**src/rtl/pnns_pkg.sv**
```systemverilog
// ----------------------------------------------------------------------------
// pnns_pkg
// Shared types, widths and register codes for the projected nearest
// neighbour search block.
// ----------------------------------------------------------------------------
package pnns_pkg;

  // map store geometry
  localparam int MAP_DEPTH = 1024;
  localparam int ADDR_W    = $clog2(MAP_DEPTH);
  localparam int CNT_W     = ADDR_W + 1;

  // field and datapath widths
  localparam int COORD_W = 16;
  localparam int PROD_W  = 33;
  localparam int SHIFT   = 12;
  localparam int QUOT_W  = PROD_W - SHIFT;
  localparam int PROJ_W  = QUOT_W + 1;
  localparam int DIFF_W  = PROJ_W + 1;
  localparam int SQ_W    = 2 * DIFF_W;
  localparam int DIST_W  = 42;
  localparam int IDX_W   = 10;
  localparam int MCNT_W  = 11;

  // configuration port
  localparam int CFG_IDX_W  = 3;
  localparam int CFG_DATA_W = 16;

  localparam logic [CFG_IDX_W-1:0] REG_FOCAL_X   = 3'd0;
  localparam logic [CFG_IDX_W-1:0] REG_FOCAL_Y   = 3'd1;
  localparam logic [CFG_IDX_W-1:0] REG_CENTRE_X  = 3'd2;
  localparam logic [CFG_IDX_W-1:0] REG_CENTRE_Y  = 3'd3;
  localparam logic [CFG_IDX_W-1:0] REG_MAP_COUNT = 3'd4;

  localparam logic [COORD_W-1:0] FOCAL_X_RST  = 16'd16384;
  localparam logic [COORD_W-1:0] FOCAL_Y_RST  = 16'd16384;
  localparam logic [COORD_W-1:0] CENTRE_X_RST = 16'd10240;
  localparam logic [COORD_W-1:0] CENTRE_Y_RST = 16'd7680;
  localparam logic [MCNT_W-1:0]  MAP_COUNT_RST = 11'd0;

  // operation codes
  localparam logic OP_LOAD  = 1'b0;
  localparam logic OP_QUERY = 1'b1;

  typedef struct packed {
    logic                      operation;
    logic [IDX_W-1:0]          entry_index;
    logic signed [COORD_W-1:0] star_x;
    logic signed [COORD_W-1:0] star_y;
    logic [COORD_W-1:0]        det_x;
    logic [COORD_W-1:0]        det_y;
  } in_t;

  typedef struct packed {
    logic              match_found;
    logic [IDX_W-1:0]  match_index;
    logic [DIST_W-1:0] match_dist2;
  } out_t;

  typedef struct packed {
    logic [COORD_W-1:0] focal_x;
    logic [COORD_W-1:0] focal_y;
    logic [COORD_W-1:0] centre_x;
    logic [COORD_W-1:0] centre_y;
    logic [MCNT_W-1:0]  map_count;
  } cfg_t;

  // controller to datapath
  typedef struct packed {
    logic              load_wr;
    logic              start;
    logic              issue;
    logic [ADDR_W-1:0] addr;
    logic              finish;
  } cmd_t;

  // datapath to controller
  typedef struct packed {
    logic pipe_busy;
    logic out_valid;
  } stat_t;

endpackage

```
**src/rtl/pnns_ctrl.sv**
```systemverilog
// ----------------------------------------------------------------------------
// pnns_ctrl
// Sequencer: takes requests, walks the map addresses for a query, waits for
// the pipeline to drain and hands the result to the output register.
// ----------------------------------------------------------------------------
module pnns_ctrl (
  input  logic                            clk,
  input  logic                            rst_n,
  input  logic                            in_valid,
  output logic                            in_ready,
  input  logic                            in_operation,
  input  logic [pnns_pkg::MCNT_W-1:0]     map_count,
  input  logic                            out_ready,
  input  pnns_pkg::stat_t                 stat,
  output pnns_pkg::cmd_t                  cmd
);

  typedef enum logic [1:0] {
    S_IDLE,
    S_SCAN,
    S_DRAIN,
    S_DONE
  } state_t;

  state_t                       state_r, state_nxt;
  logic [pnns_pkg::CNT_W-1:0]   cnt_r, cnt_nxt;
  logic [pnns_pkg::CNT_W-1:0]   num_r, num_nxt;
  logic [pnns_pkg::CNT_W-1:0]   num_clip;
  logic                         in_fire;

  assign in_ready = (state_r == S_IDLE);
  assign in_fire  = in_valid && in_ready;

  // saturate the searched count at the store depth
  always_comb begin
    if (map_count > pnns_pkg::MCNT_W'(pnns_pkg::MAP_DEPTH)) begin
      num_clip = pnns_pkg::CNT_W'(pnns_pkg::MAP_DEPTH);
    end else begin
      num_clip = pnns_pkg::CNT_W'(map_count);
    end
  end

  // next state and commands
  always_comb begin
    state_nxt   = state_r;
    cnt_nxt     = cnt_r;
    num_nxt     = num_r;
    cmd.load_wr = 1'b0;
    cmd.start   = 1'b0;
    cmd.issue   = 1'b0;
    cmd.addr    = cnt_r[pnns_pkg::ADDR_W-1:0];
    cmd.finish  = 1'b0;
    case (state_r)
      S_IDLE: begin
        if (in_fire) begin
          if (in_operation == pnns_pkg::OP_QUERY) begin
            cmd.start = 1'b1;
            num_nxt   = num_clip;
            cnt_nxt   = '0;
            state_nxt = (num_clip == '0) ? S_DONE : S_SCAN;
          end else begin
            cmd.load_wr = 1'b1;
          end
        end
      end
      S_SCAN: begin
        cmd.issue = 1'b1;
        if (cnt_r == num_r - pnns_pkg::CNT_W'(1)) begin
          state_nxt = S_DRAIN;
        end else begin
          cnt_nxt = cnt_r + pnns_pkg::CNT_W'(1);
        end
      end
      S_DRAIN: begin
        if (!stat.pipe_busy) begin
          state_nxt = S_DONE;
        end
      end
      S_DONE: begin
        if (!stat.out_valid || out_ready) begin
          cmd.finish = 1'b1;
          state_nxt  = S_IDLE;
        end
      end
      default: state_nxt = S_IDLE;
    endcase
  end

  // hold state and counters
  always_ff @(posedge clk) begin
    if (!rst_n) begin
      state_r <= S_IDLE;
      cnt_r   <= '0;
      num_r   <= '0;
    end else begin
      state_r <= state_nxt;
      cnt_r   <= cnt_nxt;
      num_r   <= num_nxt;
    end
  end

endmodule

```
**config.mk**
```make
export PLATFORM = sky130hd
export DESIGN_NAME = pnns_ctrl
export DESIGN_NICKNAME = d
export VERILOG_FILES = /design/src/rtl/pnns_pkg.sv /design/src/rtl/pnns_ctrl.sv
export SDC_FILE = /design/constraint.sdc
export NUM_CORES = 1
export LEC_CHECK = 0
export ABC_CLOCK_PERIOD_IN_PS = 2420
export BUFFER_PORTS_ARGS = -buffer_cell sky130_fd_sc_hd__buf_4
export CAP_MARGIN = 25
export CORE_UTILIZATION = 49
export DETAILED_ROUTE_END_ITERATION = 10
export PLACE_DENSITY = 0.75
export SLEW_MARGIN = 40
export SYNTH_ARGS = -nofsm -noshare
export SYNTH_HDL_FRONTEND = slang
export SYNTH_SLANG_ARGS = --single-unit
```
**constraint.sdc**
```tcl
create_clock -name clk -period 2.42 [get_ports clk]
set_input_delay 0.242 -clock clk [delete_from_list [all_inputs] [get_ports clk]]
set_output_delay 0.242 -clock clk [all_outputs]
set_load 0.05 [all_outputs]
```
==> flow_metrics.env <==
export IMPL_outcome="finished with violations"
export IMPL_violations="setup timing"
export IMPL_start_util=0.535
export IMPL_max_stage_delay_ns=0.46
export IMPL_grt_pass1_wl_mm=6.38
export IMPL_p_per_area_nw_per_um2=678
export IMPL_yosys_warnings=0
export IMPL_reg2reg_from="num_r[5]"
export IMPL_start_kind="register"
export IMPL_cp_slowest_cell="or4_1"
export IMPL_endpoint_kind="register"
export IMPL_root_buffer="clkbuf_4"
export IMPL_grt_pass1_vias=1461
export IMPL_dieArea_sq_um=3680
export IMPL_port_buffers=32
export IMPL_startpoint="num_r[5]"
export IMPL_crit_type="register to register"
export IMPL_globalplace_congestion=0.900
export IMPL_nets=286
export IMPL_seq_area_sq_um=488
export IMPL_p_leak_uw=0.000971
export IMPL_fin_crit_ns=2.47
export IMPL_cts_tree="yes"
export IMPL_hp_class="input pin to register"
export IMPL_syn_avg_cell_area_sq_um=7.99
export IMPL_fin_skew_ns=0.00641
export IMPL_fin_util=0.737
export IMPL_hpwl_mm=3.00
export IMPL_antenna_left=0
export IMPL_worst_pin_slew_ns=0.747
export IMPL_wl_per_cell_um=14.2
export IMPL_hold_violations=0
export IMPL_area_growth_pct=37.9
export IMPL_diodes=0
export IMPL_async_flop_share=0
export IMPL_ctsHoldBuffers=0
export IMPL_timing_final_ws_setup_ns=-0.0476
export IMPL_ir_worst_vdd_v=0.000573
export IMPL_slew_headroom=0.498
export IMPL_place_ws_ns=-0.0345
export IMPL_max_freq_mhz=405
export IMPL_path_cells="nor4_4, buf_4, a311oi_1, or2_0, o2111a_1, a41o_4, clkbuf_16, or4_1, a21oi_1"
export IMPL_whs_ns=0.180
export IMPL_antenna_found_initial=0
export IMPL_placed_cell_area_sq_um=2080
export IMPL_drv_cap=0
export IMPL_ys_flop_type="dfxtp_1"
export IMPL_die_w_um=60.6
export IMPL_clockBufferDepth=2
export IMPL_slew_violations=0
export IMPL_ys_seq_area_frac=0.285
export IMPL_cts_sinks=24
export IMPL_fp_dieH_um=60.6
export IMPL_htreeDepth=1
export IMPL_core_area_sq_um=3150
export IMPL_dr_pass1_iters=4
export IMPL_crit_fanout=5
export IMPL_route_vias_total=1725
export IMPL_syn_area_sq_um=1690
export IMPL_cts_buffers=3
export IMPL_rsz0062_at_grt="true"
export IMPL_final_setup_viol_count=3
export IMPL_required_ns=2.69
export IMPL_clk_pin_slew_ns=0.13
export IMPL_drc=0
export IMPL_multiInputGateArea_sq_um=1130
export IMPL_period_share=1.02
export IMPL_drt_iter0_drc=72
export IMPL_fin_area_sq_um=2320
export IMPL_grt_max_degree=21
export IMPL_syn_nets=235
export IMPL_netlist_instances=211
export IMPL_hold_start="map_count[6]"
export IMPL_grt_overflow_total=0
export IMPL_yosysUniqueCellTypes=49
export IMPL_cp_data_arrival_time_ns=2.74
export IMPL_synth_edf_count=0
export IMPL_clkLatencyLatePin_ns=0.33
export IMPL_drt_total_wl_mm=4.32
export IMPL_fillers=246
export IMPL_fp_row_count=20
export IMPL_avgViaCountPerCell=5.66
export IMPL_pin_count=33
export IMPL_drive_gt1_frac=0.364
export IMPL_ys_ff_latch=24
export IMPL_grt_use_total=0.231
[repair_timing]
action	in CTS	in global routing
gates cloned	0	3
resized for setup	4	30
pin swaps	4	26
setup endpoints to repair	11	13
setup buffers	0	4
[flip-flops by register name (all words and copies together) (netlist names)]
register,flops
cnt_r,11
state_r,2
num_r,11
[synthesized netlist by cell type (all sizes together) (5+ instances only)]
master	number	area share
dfxtp	24	0.29
a21oi	16	0.048
buf	15	0.068
nand3	13	0.039
o21ai	13	0.039
inv	10	0.022
nand2	10	0.022
nor2b	9	0.033
nor2	8	0.018
or3	7	0.026
xnor2	7	0.036
clkbuf	6	0.013
ha	6	0.045
nor3b	6	0.027
xor2	5	0.026
[area by class of cell]
cell class | count | share of cell area
well taps | 44 | 0.0237
clock buffers | 4 | 0.0156
multi-input cells | 156 | 0.487
flip-flops and latches | 24 | 0.210
repair buffers | 67 | 0.247
inverters | 10 | 0.0178
[where the power goes]
part           total [uW]  switching [uW]  internal [uW]
clock network         217             124           92.3
registers             459            32.0            427
logic                 900             478            422
total                1580             634            941
[worst paths after layout]
path / end / slack [ns] / cells past startpoint
worst max register to register: cnt_r[8] / -0.05 / 9
worst min register to register: num_r[10] / 0.50 / 2
worst min-delay path: num_r[6] / 0.18 / 3
worst max-delay path: cnt_r[8] / -0.05 / 9
[through the flow]
stage | total power (uW) | std cells | TNS [ns]
floorplan | 993 | 211 | -0.0198
global placement | 1200 | 294 | 0
detailed placement | 1200 | 294 | -0.0958
CTS | 1420 | 298 | -0.0357
global route | 1670 | 305 | -0.640
finish | 1580 | 305 | -0.115
[critical path, delay by kind of cell (launching register included)]
kind                   cells  cell delay, ns
AO/OA/AOI/OAI              4            0.72
AND/OR/NAND/NOR            3            0.99
buffers and inverters      2            0.32
flip-flops                 1            0.38
[cell families (layout without fill, tap and decap cells)]
group,Yosys count,in the layout,share of synthesized area
adder cells (fa/ha/maj),6,6,0.0445
flip-flops,24,24,0.285
multiplexers,1,1,0.00594
AND/OR/NAND/NOR,77,77,0.268
buffers and inverters,31,81,0.103
AO/OA/AOI/OAI,60,60,0.231
XOR/XNOR,12,12,0.0624
[layer usage]
metal | wire length, um | global-route usage
met5 | 0 | 0
met4 | 63 | 0.0779
met3 | 132 | 0.0341
met2 | 2150 | 0.402
met1 | 1970 | 0.291
[cells in the final DEF, fill, tap and decap left out, types with 2 or more instances in the layout]
master / Yosys / layout
a22oi_1: 4 / 4
nor4_1: 3 / 2
o21ai_0: 13 / 8
a31oi_1: 3 / 3
a21oi_1: 16 / 15
dfxtp_2: 0 / 3
buf_6: 2 / 6
a21o_1: 2 / 2
dfxtp_1: 24 / 20
nor3b_1: 6 / 6
nand2_1: 10 / 10
clkbuf_16: 0 / 2
nor3_1: 4 / 3
nand4_1: 4 / 4
a21boi_0: 3 / 3
clkbuf_4: 0 / 3
nor2_1: 8 / 7
o31ai_1: 3 / 3
o21a_1: 3 / 3
xor2_1: 5 / 5
nand3_1: 13 / 12
buf_4: 11 / 58
xnor2_1: 7 / 7
inv_2: 0 / 2
ha_1: 6 / 4
nor2b_1: 9 / 9
or4_1: 3 / 2
inv_1: 10 / 7
o22a_1: 2 / 2
o211ai_1: 2 / 2
o21ai_1: 0 / 4
or3_1: 7 / 6
Note: power is estimated with default switching activity, not from simulation.
