## src/rtl/pnns_pkg.sv

```systemverilog
// ----------------------------------------------------------------------------
// pnns_pkg
// Shared types, widths and register codes for the projected nearest
// neighbour search block.
// ----------------------------------------------------------------------------
package pnns_pkg;

  // map store geometry
  localparam int MAP_DEPTH = 1024;
  localparam int ADDR_W    = $clog2(MAP_DEPTH);
  localparam int CNT_W     = ADDR_W + 1;

  // field and datapath widths
  localparam int COORD_W = 16;
  localparam int PROD_W  = 33;
  localparam int SHIFT   = 12;
  localparam int QUOT_W  = PROD_W - SHIFT;
  localparam int PROJ_W  = QUOT_W + 1;
  localparam int DIFF_W  = PROJ_W + 1;
  localparam int SQ_W    = 2 * DIFF_W;
  localparam int DIST_W  = 42;
  localparam int IDX_W   = 10;
  localparam int MCNT_W  = 11;

  // configuration port
  localparam int CFG_IDX_W  = 3;
  localparam int CFG_DATA_W = 16;

  localparam logic [CFG_IDX_W-1:0] REG_FOCAL_X   = 3'd0;
  localparam logic [CFG_IDX_W-1:0] REG_FOCAL_Y   = 3'd1;
  localparam logic [CFG_IDX_W-1:0] REG_CENTRE_X  = 3'd2;
  localparam logic [CFG_IDX_W-1:0] REG_CENTRE_Y  = 3'd3;
  localparam logic [CFG_IDX_W-1:0] REG_MAP_COUNT = 3'd4;

  localparam logic [COORD_W-1:0] FOCAL_X_RST  = 16'd16384;
  localparam logic [COORD_W-1:0] FOCAL_Y_RST  = 16'd16384;
  localparam logic [COORD_W-1:0] CENTRE_X_RST = 16'd10240;
  localparam logic [COORD_W-1:0] CENTRE_Y_RST = 16'd7680;
  localparam logic [MCNT_W-1:0]  MAP_COUNT_RST = 11'd0;

  // operation codes
  localparam logic OP_LOAD  = 1'b0;
  localparam logic OP_QUERY = 1'b1;

  typedef struct packed {
    logic                      operation;
    logic [IDX_W-1:0]          entry_index;
    logic signed [COORD_W-1:0] star_x;
    logic signed [COORD_W-1:0] star_y;
    logic [COORD_W-1:0]        det_x;
    logic [COORD_W-1:0]        det_y;
  } in_t;

  typedef struct packed {
    logic              match_found;
    logic [IDX_W-1:0]  match_index;
    logic [DIST_W-1:0] match_dist2;
  } out_t;

  typedef struct packed {
    logic [COORD_W-1:0] focal_x;
    logic [COORD_W-1:0] focal_y;
    logic [COORD_W-1:0] centre_x;
    logic [COORD_W-1:0] centre_y;
    logic [MCNT_W-1:0]  map_count;
  } cfg_t;

  // controller to datapath
  typedef struct packed {
    logic              load_wr;
    logic              start;
    logic              issue;
    logic [ADDR_W-1:0] addr;
    logic              finish;
  } cmd_t;

  // datapath to controller
  typedef struct packed {
    logic pipe_busy;
    logic out_valid;
  } stat_t;

endpackage

```

## src/rtl/pnns_cfg_regs.sv

```systemverilog
// ----------------------------------------------------------------------------
// pnns_cfg_regs
// Configuration register file: camera intrinsics and searched map size.
// ----------------------------------------------------------------------------
module pnns_cfg_regs (
  input  logic                                clk,
  input  logic                                rst_n,
  input  logic                                cfg_we,
  input  logic [pnns_pkg::CFG_IDX_W-1:0]      cfg_index,
  input  logic [pnns_pkg::CFG_DATA_W-1:0]     cfg_data,
  output pnns_pkg::cfg_t                      cfg
);

  pnns_pkg::cfg_t cfg_r;
  pnns_pkg::cfg_t cfg_nxt;

  // decode the write
  always_comb begin
    cfg_nxt = cfg_r;
    if (cfg_we) begin
      case (cfg_index)
        pnns_pkg::REG_FOCAL_X:   cfg_nxt.focal_x   = cfg_data;
        pnns_pkg::REG_FOCAL_Y:   cfg_nxt.focal_y   = cfg_data;
        pnns_pkg::REG_CENTRE_X:  cfg_nxt.centre_x  = cfg_data;
        pnns_pkg::REG_CENTRE_Y:  cfg_nxt.centre_y  = cfg_data;
        pnns_pkg::REG_MAP_COUNT: cfg_nxt.map_count = cfg_data[pnns_pkg::MCNT_W-1:0];
        default: cfg_nxt = cfg_r;
      endcase
    end
  end

  // hold the registers
  always_ff @(posedge clk) begin
    if (!rst_n) begin
      cfg_r.focal_x   <= pnns_pkg::FOCAL_X_RST;
      cfg_r.focal_y   <= pnns_pkg::FOCAL_Y_RST;
      cfg_r.centre_x  <= pnns_pkg::CENTRE_X_RST;
      cfg_r.centre_y  <= pnns_pkg::CENTRE_Y_RST;
      cfg_r.map_count <= pnns_pkg::MAP_COUNT_RST;
    end else begin
      cfg_r <= cfg_nxt;
    end
  end

  assign cfg = cfg_r;

endmodule

```

## config.mk

```make
export PLATFORM = sky130hd
export DESIGN_NAME = pnns_cfg_regs
export DESIGN_NICKNAME = d
export VERILOG_FILES = /design/src/rtl/pnns_pkg.sv /design/src/rtl/pnns_cfg_regs.sv
export SDC_FILE = /design/constraint.sdc
export NUM_CORES = 1
export LEC_CHECK = 0
export BUFFER_PORTS_ARGS = -buffer_cell sky130_fd_sc_hd__buf_2
export CELL_PAD_IN_SITES_DETAIL_PLACEMENT = 2
export CELL_PAD_IN_SITES_GLOBAL_PLACEMENT = 2
export CORE_MARGIN = 8
export CORE_UTILIZATION = 32
export CTS_CLUSTER_SIZE = 14
export DETAILED_ROUTE_END_ITERATION = 12
export GPL_TIMING_DRIVEN = 0
export HOLD_SLACK_MARGIN = 0.03
export PLACE_DENSITY = 0.9
export SLEW_MARGIN = 5
export SYNTH_ARGS = -nofsm -noshare
export SYNTH_HDL_FRONTEND = slang
export SYNTH_SLANG_ARGS = --single-unit
```

## constraint.sdc

```tcl
create_clock -name clk -period 2 [get_ports clk]
set_input_delay 0.1 -clock clk [delete_from_list [all_inputs] [get_ports clk]]
set_output_delay 0.1 -clock clk [all_outputs]
set_load 0.03 [all_outputs]
```

==> out/qor.csv, run 1 <==
stage;metric;value;unit
timing;fin_skew;0;ns
synth;yosys_warnings;0;
floorplan;core_area;8680;um2
timing;setup_viol;0;
final_layout;area_growth;27.1;%
synth;yosys.area.top_type;dfxtp_1;
global_routing;grt_pass1_vias;2666;
timing;slew_viol_final;0;
detailed_routing;vias;2333;
final_layout;diodes;0;
global_routing;grt_pass1_wl;14300;um
global_routing;antenna_found_initial;0;
timing;post-route-min-period;1.28;ns
worst_setup_path;cp-end-kind;flop;
clock_tree;clock_latency;0.34;ns
detailed_routing;vias_per_cell;4.73;
synth;synth_cell_types;15;
clock_tree;clockBufferDepth;2;
global_routing;grt_overflow;0;
synth;synthCells;276;
place;place_congestion;0.739;
timing;finalHoldViolCount;0;
worst_setup_path;crit_start;rst_n;
detailed_routing;drt_pass1_iterations;4;
min_path;hold_class;input port to flop;
final_layout;postLayoutCellArea;3620;um2
synth;yosys.area.top_type_share;52.7;%
floorplan;design.die.area;12200;um2
clock_tree;cts_tree;done;
pwr;ir_drop;0.000336;V
timing;max-slew-margin-rel;54.8;%
place;dp_slack;0.319;ns
place;dp_hpwl;7040;um
worst_setup_path;arrival;1.56;ns
synth;ys_top_cells_by_area;dfxtp_1 53%, mux2i_1 26%, nand2_1 11%, nor2b_1 3.1%, clkbuf_1 2.0%;
timing;period_share;64.2;%
floorplan;io_pins;97;
detailed_routing;route.detailed.wl_per_inst;18.9;um
timing;worst_slack;0.717;ns
pwr;power_density;785;nW/um2
min_path;holdCritStartpoint;cfg_data[9];
worst_setup_path;rrSetupSlack;1.35;ns
worst_setup_path;startpoint_type;input port;
synth;syn_area;2850;um2
final_layout;largest_reg_flops;75;
worst_setup_path;crit_type;input port to flop;
final_layout;final_layout_size_suffix_gt1_share;29.6;%
worst_setup_path;required;2.27;ns
detailed_routing;route.detailed.drc;0;
job;maxCapViolCount;0;
synth;synth_nets;298;
timing;tns;0;ns
floorplan;initial_utilization;32.8;%
place;postPlaceCellArea;3450;um2
timing;fmax;779;MHz
clock_tree;cts_root_buffer;clkbuf_8;
clock_tree;path_clk_slew;0.08;ns
global_routing;grt_max_degree;12;
timing;rsz0062_at_grt;no;
detailed_routing;drtIter0Drc;52;
detailed_routing;final_antenna_net_count;0;
synth;synth-seq-cells;75;
clock_tree;ctsHtreeMaxLevel;3;
final_layout;final_nets;403;
floorplan;die_y;110;um
timing;max_slew.worst_pin.slew;0.679;ns
worst_setup_path;r2r-start;cfg[5];
global_routing;grt_usage;16.0;%
worst_setup_path;path_max_fanout;10;
synth;ys_seq_area_share;52.7;%
place;portBuffers;93;
status;status;finished, final reports clean;
clock_tree;cts_buffers;9;
clock_tree;cts_sinks;75;
synth;avgSynthCellArea;10.3;um2
floorplan;die_w;110;um
detailed_routing;drt-total-wl;9310;um
floorplan;rows;34;
pwr;p_leak;0.00184;uW
critical path, cell delays in order:
cell      delay [ns]
clkbuf_1        0.20
clkbuf_1        0.37
clkbuf_1        0.57
nand2_1         0.14
mux2i_1         0.16
cell usage after synthesis:
master and number:
or4b_1 1, nor4bb_1 1, nand4bb_1 2, nor2b_1 14
clkbuf_1 15, nand2_1 83, buf_6 1, dfxtp_1 75
and4bb_2 1, mux2i_1 75, and4b_1 1, nor4b_4 1
buf_2 3, buf_4 2, nand4b_1 1
per-layer routing:
layer / global-route usage [%] / vias to the layer above / routed length [um]
li1: - / 1119 / -
met1: 18.3 / 1138 / 3870
met2: 28.1 / 64 / 4690
met3: 4.77 / 12 / 646
met4: 4.57 / 0 / 98
met5: 0 / - / 0
per-stage QoR:
stage	power, uW	cells	utilization (%)	hold WS (ns)
CTS	2880	492	41.6	0.0363
finish	2840	493	41.7	0.0493
global placement	1860	477	39.7	0.391
global route	2960	493	41.7	0.0551
floorplan	1760	276	-	0.262
detailed placement	1870	477	39.7	0.394
logic make-up after synthesis:
group         share of synthesized area (%)
simple gates                           17.5
flops                                  52.7
buf+inv                                3.43
mux                                    26.4
report_power, final:
| group | total, uW | internal (uW) | switching, uW | leakage (uW) |
|---|---|---|---|---|
| Sequential | 1540 | 1530 | 17.5 | 0.000607 |
| Combinational | 286 | 89.7 | 196 | 0.00115 |
| Clock | 1010 | 473 | 538 | 0.0000860 |
final cells by class:
cell class | count | area [um2]
fillers | 981 | 5060
well taps | 108 | 135
repair buffers | 94 | 475
flip-flops and latches | 75 | 1500
plain buffers | 21 | 97.6
clock buffers | 12 | 145
multi-input cells | 180 | 1250
clock inverters | 3 | 15.0
cell usage in the layout (no fill, tap or decap):
| cell type | instances |
|---|---|
| buf_2 | 96 |
| nand2_1 | 83 |
| mux2i_1 | 75 |
| dfxtp_1 | 75 |
| clkbuf_1 | 17 |
| nor2b_1 | 14 |
| clkbuf_8 | 10 |
| clkinv_2 | 3 |
| nand4bb_1 | 2 |
| buf_4 | 2 |
| nor4b_4 | 1 |
| nor4bb_1 | 1 |
| buf_6 | 1 |
| and4bb_2 | 1 |
| nand4b_1 | 1 |
| and4b_1 | 1 |
| or4b_1 | 1 |
| dlygate4sd3_1 | 1 |
worst paths after layout:
kind              endpoint  depth (start not counted)
setup / recovery   cfg[45]                          5
hold / removal     cfg[20]                          3
setup reg to reg    cfg[5]                          2
hold reg to reg    cfg[43]                          2
what timing repair did:
action | CTS | global route
setup buffers | 0 | 0
resized for setup | 0 | 0
endpoints found under the hold margin | 0 | 1
hold buffers | 0 | 1
No activity file was read; power rests on OpenSTA's default activity.
==> inputs of run 2 (changes only) <==
Settings changed: ABC_AREA from default to 1, CORE_UTILIZATION 32 to 27, PLACE_DENSITY 0.9 to 0.85.
Clock period 2 ns to 1.3 ns, I/O delays scaled along.
==> run 2 against run 1 <==
First-iteration DRC count rose by 100%; sequential share of layout area fell by 5.1 points; clock power rose to 2.9 times the previous value; clock skew did not move; power rose by 110%; cell area rose by 14%; global-route usage rose by 1.5 points; count of clock-buffer cells in the layout fell by 2; largest cell class unchanged; routed wire length rose by 36%.
==> out/qor.csv, run 2 <==
stage;metric;value;unit
synth;yosys.area.top_type_share;49.1;%
job;maxCapViolCount;0;
clock_tree;cts_resized;0;
synth;synth_edf_count;0;
detailed_routing;drt_pass1_iterations;4;
clock_tree;post_cts_buffers;0;
worst_setup_path;rrSetupSlack;0.63;ns
synth;async_reset_ff_share;0;%
final_layout;fin_cells;693;
final_layout;final_nets;567;
detailed_routing;final_antenna_net_count;0;
worst_setup_path;cp-end-kind;flop;
synth;synth-seq-cells;75;
synth;avgSynthCellArea;7.06;um2
floorplan;die_w;122;um
global_routing;grt_pass1_vias;3661;
detailed_routing;drt-total-wl;12700;um
synth;ys_top_cells_by_count;135 x nor2_1, 92 x nand2_1, 75 x dfxtp_1, 75 x nand3_1, 21 x inv_1;
pwr;power_density;1480;nW/um2
synth;yosys_warnings;0;
clock_tree;cts_root_buffer;clkbuf_16;
global_routing;antenna_found_initial;0;
detailed_routing;vias;3226;
worst_setup_path;startpoint_type;input port;
pwr;p_sw;1570;uW
worst_setup_path;crit_start;cfg_data[9];
clock_tree;cts_buffers;9;
final_layout;final_cell_mix;135 x nor2_1, 101 x buf_2, 92 x nand2_1;
global_routing;grt_max_degree;14;
pwr;seqPwrFrac;39.8;%
synth;synth_cell_types;14;
synth;ys_top_cells_by_area;dfxtp_1 49%, nor2_1 17%, nand3_1 12%, nand2_1 11%, inv_1 2.6%;
synth;synth_nets;455;
timing;period_share;78.9;%
place;dp_hpwl;9190;um
floorplan;initial_utilization;27.2;%
pwr;p_int;4520;uW
detailed_routing;drtIter0Drc;106;
worst_setup_path;arrival;1.25;ns
final_layout;diodes;0;
final_layout;final_layout_size_suffix_gt1_share;24.9;%
timing;slew_viol_final;0;
timing;rsz0062_at_grt;no;
min_path;hold_class;input port to flop;
clock_tree;cts_sinks;75;
floorplan;io_pins;97;
final_layout;area_growth;34.9;%
synth;synthMostInstantiatedCell;nor2_1;
worst_setup_path;path_buf_inv;3;
clock_tree;cts_tree;done;
floorplan;rows;39;
clock_tree;path_clk_slew;0.06;ns
timing;setup_viol;0;
synth;yosys.area.top_type;dfxtp_1;
global_routing;grt_usage;17.5;%
synth;syn_area;3060;um2
floorplan;design.die.area;15000;um2
place;portBuffers;95;
global_routing;grt_overflow;0;
worst_setup_path;r2r-start;cfg[58];
pwr;pwr-share-comb;12.5;%
detailed_routing;vias_per_cell;4.66;
worst_setup_path;path_max_fanout;4;
place;place_congestion;0.794;
min_path;holdCritStartpoint;rst_n;
timing;finalHoldViolCount;0;
timing;tns;0;ns
place;dp_cells;671;
worst_setup_path;cp_cell_sequence;dlygate4sd3_1, buf_2, inv_1, nand3_1, nand2_1, nor2_1;
synth;ys_seq_area_share;49.1;%
timing;fmax;975;MHz
synth;synthCells;433;
worst_setup_path;crit_type;input port to flop;
pwr;ir_drop;0.000597;V
detailed_routing;route.detailed.drc;0;
floorplan;core_area;11200;um2
clock_tree;clock_latency;0.33;ns
pwr;swShare;25.8;%
clock_tree;ctsHtreeMaxLevel;3;
timing;max-slew-margin-rel;63.1;%
synth;ys_dominant_reg_cell;dfxtp_1;
timing;post-route-min-period;1.03;ns
global_routing;grt_pass1_wl;20100;um
timing;max_slew.worst_pin.slew;0.554;ns
worst_setup_path;required;1.53;ns
status;status;finished, final reports clean;
final_layout;largest_reg_flops;75;
pwr;p_clk_share;47.7;%
floorplan;die_y;122;um
final_layout;mostFrequentLayoutCell;nor2_1;
worst_setup_path;cp_slowest_stage_delay;0.54;ns
detailed_routing;route.detailed.wl_per_inst;18.3;um
worst_setup_path;slowest_stage;dlygate4sd3_1;
clock_tree;clockBufferDepth;2;
pwr;p_leak;0.00202;uW
timing;fin_skew;0;ns
worst_setup_path;crit_family;buffers and inverters;
==> run 2: cell families after synthesis <==
| kind of cell | count (synthesis) | share of synthesized area, % |
|---|---|---|
| and+or+nand+nor | 311 | 43.0 |
| buffers and inverters | 47 | 7.86 |
| DFF | 75 | 49.1 |
==> run 2: repair_timing <==
item                                    4_1_cts  5_1_grt
endpoints found under the setup margin        0        0
endpoints found under the hold margin         8        0
hold buffers                                  6        0
==> run 2: per-layer routing <==
| metal | vias up | wire length [um] | GRT usage [%] |
|---|---|---|---|
| li1 | 1559 | - | - |
| met1 | 1572 | 5450 | 20.1 |
| met2 | 73 | 6400 | 30.9 |
| met3 | 22 | 562 | 4.23 |
| met4 | 0 | 259 | 5.94 |
| met5 | - | 0 | 0 |
==> run 2: worst paths after layout <==
kind / to / cells after the start
worst max-delay path: cfg[36] / 6
worst min-delay path: cfg[68] / 3
worst max register to register: cfg[58] / 2
worst min register to register: cfg[21] / 2
==> run 2: through the flow <==
stage | total power, uW | cell area (um2) | util [%] | setup WS, ns | hold WS (ns)
floorplan | 2940 | 3060 | - | 0.494 | 0.178
CTS | 6170 | 4120 | 36.7 | 0.295 | 0.0898
global route | 6320 | 4120 | 36.7 | 0.244 | 0.0889
finish | 6090 | 4120 | 36.7 | 0.275 | 0.0928
detailed placement | 3220 | 3710 | 33.1 | 0.0507 | 0.289
global placement | 3180 | 3710 | 33.1 | 0.121 | 0.282
==> run 2: power by group through the flow <==
| stage | clock network, uW | logic, uW | registers, uW |
|---|---|---|---|
| final | 2900 | 765 | 2420 |
| after global routing | 3060 | 832 | 2430 |
| after CTS | 2970 | 775 | 2420 |
| after detailed placement | 0 | 743 | 2470 |
| after global placement | 0 | 717 | 2470 |
| after floorplan | 0 | 316 | 2630 |
==> run 2: final cells by class <==
type	instances	area (um2)
Buffer	25	158
Clock buffer	10	239
Clock inverter	6	113
Fill cell	1394	7100
Inverter	22	82.6
Multi-Input combinational cell	311	1310
Sequential cell	75	1500
Tap cell	143	179
Timing Repair Buffer	101	536
==> run 2: worst reg2reg max path, cell delays in order (launching register included) <==
cell,delay (ns)
dfxtp_1,0.32
nor2_1,0.16
nor2_1,0.08
